<file path="src/pdh_pkg.sv">
// Shared types, constants and a helper function of the pair distance histogram unit.
package pdh_pkg;

	localparam int MAX_PARTICLES = 2048;
	localparam int DIMENSIONS    = 6;
	localparam int DIST_BINS     = 1024;
	localparam int CONTACT_BINS  = 64;
	localparam int IN_COORDS     = 6;

	localparam int COORD_W = 24;
	localparam int RAD_W   = 20;
	localparam int RSUM_W  = RAD_W + 1;
	localparam int BIDX_W  = 10;
	localparam int CNT_W   = $clog2(MAX_PARTICLES + 1);
	localparam int PIDX_W  = $clog2(MAX_PARTICLES);
	localparam int CADDR_W = $clog2(MAX_PARTICLES * DIMENSIONS);
	localparam int AX_W    = (DIMENSIONS > 1) ? $clog2(DIMENSIONS) : 1;
	localparam int SUM_W   = 2 * COORD_W + AX_W;
	localparam int DBIN_W  = $clog2(DIST_BINS);
	localparam int CBIN_W  = (CONTACT_BINS > 1) ? $clog2(CONTACT_BINS) : 1;
	localparam int CLR_N   = (DIST_BINS > CONTACT_BINS) ? DIST_BINS : CONTACT_BINS;
	localparam int CLR_W   = $clog2(CLR_N);
	localparam int QDEPTH  = 2;
	localparam int QPTR_W  = $clog2(QDEPTH);
	localparam int LIMB_W  = 21;
	localparam int OP_W    = 3 * LIMB_W;

	localparam logic [23:0] BOX_RESET   = 24'd276393;
	localparam logic [6:0]  LIMIT_RESET = 7'd50;
	localparam logic [31:0] CONTACT_OFS = 32'd1000;

	// Configuration register indexes.
	localparam logic [1:0] CFG_BOX   = 2'd0;
	localparam logic [1:0] CFG_LIMIT = 2'd1;

	// Request codes on the input port.
	localparam logic [2:0] REQ_ADD     = 3'd0;
	localparam logic [2:0] REQ_RD_DIST = 3'd1;
	localparam logic [2:0] REQ_RD_CONT = 3'd2;
	localparam logic [2:0] REQ_SNAP    = 3'd3;
	localparam logic [2:0] REQ_CLEAR   = 3'd4;

	typedef enum logic [2:0] {
		OP_NOP,
		OP_ADD,
		OP_RD_DIST,
		OP_RD_CONT,
		OP_SNAP,
		OP_CLEAR
	} pdh_op_t;

	typedef struct packed {
		logic [2:0]  req_type;
		logic [23:0] coord_0;
		logic [23:0] coord_1;
		logic [23:0] coord_2;
		logic [23:0] coord_3;
		logic [23:0] coord_4;
		logic [23:0] coord_5;
		logic [19:0] radius;
		logic [9:0]  bin_index;
	} pdh_req_t;

	typedef struct packed {
		logic [31:0] bin_count;
		logic [63:0] power_sum;
		logic [11:0] particles_stored;
		logic        dropped_flag;
	} pdh_result_t;

	typedef struct packed {
		pdh_op_t                            op;
		logic [IN_COORDS-1:0][COORD_W-1:0]  coord;
		logic [RAD_W-1:0]                   radius;
		logic [BIDX_W-1:0]                  bin_index;
	} pdh_cmd_t;

	typedef struct packed {
		logic busy;
		logic done;
	} pdh_unit_stat_t;

	function automatic logic [31:0] pdh_bump(input logic [31:0] c);
		pdh_bump = (c > 32'hFFFF_FFFD) ? 32'hFFFF_FFFF : c + 32'd2;
	endfunction

endpackage

</file>
<file path="src/pdh_front.sv">
// Front end: takes items, decodes the request and queues commands for the back end.
module pdh_front (
	input  logic              clk,
	input  logic              arst_n,
	input  logic              start,
	input  pdh_pkg::pdh_req_t req,
	input  logic              hold,
	output logic              busy,
	output logic              cmd_valid,
	output pdh_pkg::pdh_cmd_t cmd,
	input  logic              cmd_pop
);
	import pdh_pkg::*;

	pdh_cmd_t          q_q [QDEPTH];
	logic [QPTR_W-1:0] wr_q;
	logic [QPTR_W-1:0] rd_q;
	logic [QPTR_W:0]   fill_q;
	pdh_cmd_t          dec;
	logic              push;
	logic              pop;

	always_comb begin
		dec.coord[0]  = req.coord_0;
		dec.coord[1]  = req.coord_1;
		dec.coord[2]  = req.coord_2;
		dec.coord[3]  = req.coord_3;
		dec.coord[4]  = req.coord_4;
		dec.coord[5]  = req.coord_5;
		dec.radius    = req.radius;
		dec.bin_index = req.bin_index;
		case (req.req_type)
			REQ_ADD:     dec.op = OP_ADD;
			REQ_RD_DIST: dec.op = OP_RD_DIST;
			REQ_RD_CONT: dec.op = OP_RD_CONT;
			REQ_SNAP:    dec.op = OP_SNAP;
			REQ_CLEAR:   dec.op = OP_CLEAR;
			default:     dec.op = OP_NOP;
		endcase
	end

	assign busy      = (fill_q == (QPTR_W+1)'(QDEPTH)) || hold;
	assign push      = start && !busy;
	assign cmd_valid = (fill_q != '0);
	assign pop       = cmd_pop && cmd_valid;
	assign cmd       = q_q[rd_q];

	always_ff @(posedge clk or negedge arst_n) begin
		if (!arst_n) begin
			wr_q   <= '0;
			rd_q   <= '0;
			fill_q <= '0;
		end else begin
			if (push) begin
				wr_q <= wr_q + QPTR_W'(1);
			end
			if (pop) begin
				rd_q <= rd_q + QPTR_W'(1);
			end
			if (push && !pop) begin
				fill_q <= fill_q + (QPTR_W+1)'(1);
			end else if (pop && !push) begin
				fill_q <= fill_q - (QPTR_W+1)'(1);
			end
		end
	end

	always_ff @(posedge clk) begin
		if (push) begin
			q_q[wr_q] <= dec;
		end
	end

endmodule

</file>
<file path="config.mk">
export PLATFORM = sky130hd
export DESIGN_NAME = pdh_front
export DESIGN_NICKNAME = d
export VERILOG_FILES = /design/src/pdh_pkg.sv /design/src/pdh_front.sv
export SDC_FILE = /design/constraint.sdc
export NUM_CORES = 1
export LEC_CHECK = 0
export ABC_AREA = 1
export BUFFER_PORTS_ARGS = -buffer_cell sky130_fd_sc_hd__buf_2
export CORE_MARGIN = 2
export CORE_UTILIZATION = 40
export DETAILED_ROUTE_END_ITERATION = 12
export GPL_TIMING_DRIVEN = 0
export PLACE_DENSITY = 0.66
export SLEW_MARGIN = 20
export SYNTH_ARGS = -nofsm -noshare
export SYNTH_HDL_FRONTEND = slang
export SYNTH_SLANG_ARGS = --single-unit
</file>
<file path="constraint.sdc">
create_clock -name clk -period 10.89 [get_ports clk]
set_input_delay 1.089 -clock clk [delete_from_list [all_inputs] [get_ports clk]]
set_output_delay 1.089 -clock clk [all_outputs]
set_load 0.01 [all_outputs]
</file>
==> reports/results.ini <==
[outcome]
status=finished, final reports clean

[place]
hpwl_mm=20.4
globalplace.congestion=0.758
io_buffer_count=360
dp.cells=1775

[clock_tree]
cts_root_buf=clkbuf_16
cts_sinks=358
h-tree-depth=2
cts_made_buffers=38
postCtsHoldBufs=0
cts_max_path_buffers=3
insertion_delay_ps=510
clk_pin_slew_ps=60
cts_tree=yes
post-cts-setup-buffers=0
cts.repair.resized=0

[logic_synthesis]
synth_area_sq_um=13200
yosys_warnings=0
postSynthAreaPerCell_sq_um=13.7
synthCells=963
synth_simple_gate_area_share=0.158
synth_top_family_by_area=simple AND/OR/NAND/NOR gates
synth.net_count=1146
muxShareOfSynthArea=0
seq_area_frac_synth=0.814
synth_adder_area_share=0.000949
ys_ff_latch=358
synth_cell_types=16
synth_compound_area_frac=0.000760
synthXorXnorAreaFrac=0.000665

[route]
drt-pass1-iter-count=5
vias=8376
wl_per_cell_um=16.3
drt-total-wl_mm=30.2
antenna_left=0
initialDrtViolationCount=450
vias_per_cell=4.53
drc_errors=0

[finish]
final_common_cell=nand2_1
drive_gt1_frac=0.330
syn_to_final_growth_pct=29.0
final_cell_mix=nand2_1, buf_2, edfxtp_1
fin_cells=1847
nets=1556

[sta]
skew_ps=8.73
tightest_slew_ps=640
hold_viol=0
finalSetupTns_ps=0
slew_violations=0
rsz0062_at_grt=false
slew_headroom=0.573
finalCritPeriodShare=0.275
clock.fmax_mhz=334
setup_viol=0
min_period_ps=2990

[power_and_ir_drop]
power_mw=4.29
clkPwrFrac=0.285
combPwrFrac=0.308
p_seq_frac=0.407
leakage_nw=7.28
intPower_mw=2.89
ir_drop_v=0.000188
power.share.switching=0.325
power.switching_mw=1.39
p_per_area_nw_per_um2=252

[die]
boundaryPins=361
num_rows=66
die_area_sq_um=34400
initial_core_util=0.406
die_x_um=186
fp.dieH_um=186
core_region_area_sq_um=32500

[grt]
overflow=0
grt_util_all_layers=0.170
antenna_found_initial=10
grt_pass1_vias=8236
grt_pass1_wl_mm=44.5
grt_max_degree=99

[worst_setup_path]
path_cells=buf_4, buf_4, buf_2, nand2_1, nand2_1, buf_2
slowest_delay_ps=320
startpoint_type=flip-flop
path_class=reg2out
crit_required_ps=9800
endpoint_kind=output port
critical_path.max_fanout=10
cp_slowest_cell=dfrtp_1
arrival_ps=1910

[job]
maxCapViolations=0

[worst_hold_path]
hp-class=in2async

-- area by class of cell --
| class | instances | area, sq um |
|---|---|---|
| antenna | 4 | 10.0 |
| buffer | 39 | 292 |
| clock buffer | 50 | 1040 |
| clock inverter | 18 | 140 |
| fill | 2778 | 15500 |
| inverter | 9 | 43.8 |
| multi-input combinational | 557 | 2130 |
| sequential | 358 | 10700 |
| tap | 442 | 553 |
| timing repair buffer | 370 | 2060 |
-- flip-flops by register name, indices dropped and copies added (netlist names) --
name    count
fill_q      2
q_q       354
rd_q        1
wr_q        1
-- through the flow --
step	setup slack (ps)	hold WS, ps	util	area, sq um
finish	7900	385	0.524	17000
CTS	7830	365	0.523	17000
global placement	-3140	454	0.479	15500
detailed placement	7890	467	0.487	15800
global route	7770	372	0.524	17000
floorplan	1550	442	-	13200
-- worst paths after layout --
path                               to  slack (ps)  depth (start not counted)  startpoint
hold / removal                   wr_q         390                          1      arst_n
hold reg to reg                  wr_q         490                          2        wr_q
setup reg to reg           q_q[0][88]        8580                          5   fill_q[0]
max in group asynchronous   fill_q[0]       10370                          1      arst_n
setup / recovery             cmd[140]        7900                          6        rd_q
min in group clk                 wr_q         490                          2        wr_q
-- kinds of logic after synthesis --
family                     Yosys count
AOI/OAI and AO/OA                    2
buffers and inverters               48
adders and majority gates            1
xor gates and xnor gates             1
and+or+nand+nor                    553
DFF                                358
-- power groups by stage --
stage	combinational, mW	sequential, mW	clock (mW)
2_1_floorplan	0.736	1.80	0
3_3_place_gp	1.30	1.84	0
3_5_place_dp	1.35	1.77	0
4_1_cts	1.36	1.74	1.25
5_1_grt	1.48	1.76	1.30
6_report	1.32	1.74	1.22
-- per-layer routing --
layer  global-route usage  wire, um
met1                0.207     12000
met4               0.0571       807
met5                    0        83
met3               0.0583      2860
met2                0.283     14400
-- synthesized netlist by cell type --
library cell | number | area share
inv_4 | 1 | 0.00048
o21ai_0 | 1 | 0.00038
nand4_1 | 2 | 0.00095
inv_1 | 8 | 0.0023
buf_4 | 6 | 0.0034
buf_6 | 13 | 0.011
nor2_1 | 2 | 0.00057
a21oi_1 | 1 | 0.00038
dfrtp_1 | 4 | 0.0076
nor3b_1 | 1 | 0.00057
ha_1 | 1 | 0.00095
nand3_1 | 3 | 0.0011
xnor2_1 | 1 | 0.00066
nand2_1 | 545 | 0.16
buf_2 | 20 | 0.0076
edfxtp_1 | 354 | 0.81
-- critical path: cells and delay by family, from the launching register on --
family,cells,cell delay [ps]
DFF,1,320
and+or+nand+nor,2,220
buffers and inverters,4,860
Power figures use the tool's default switching activity.
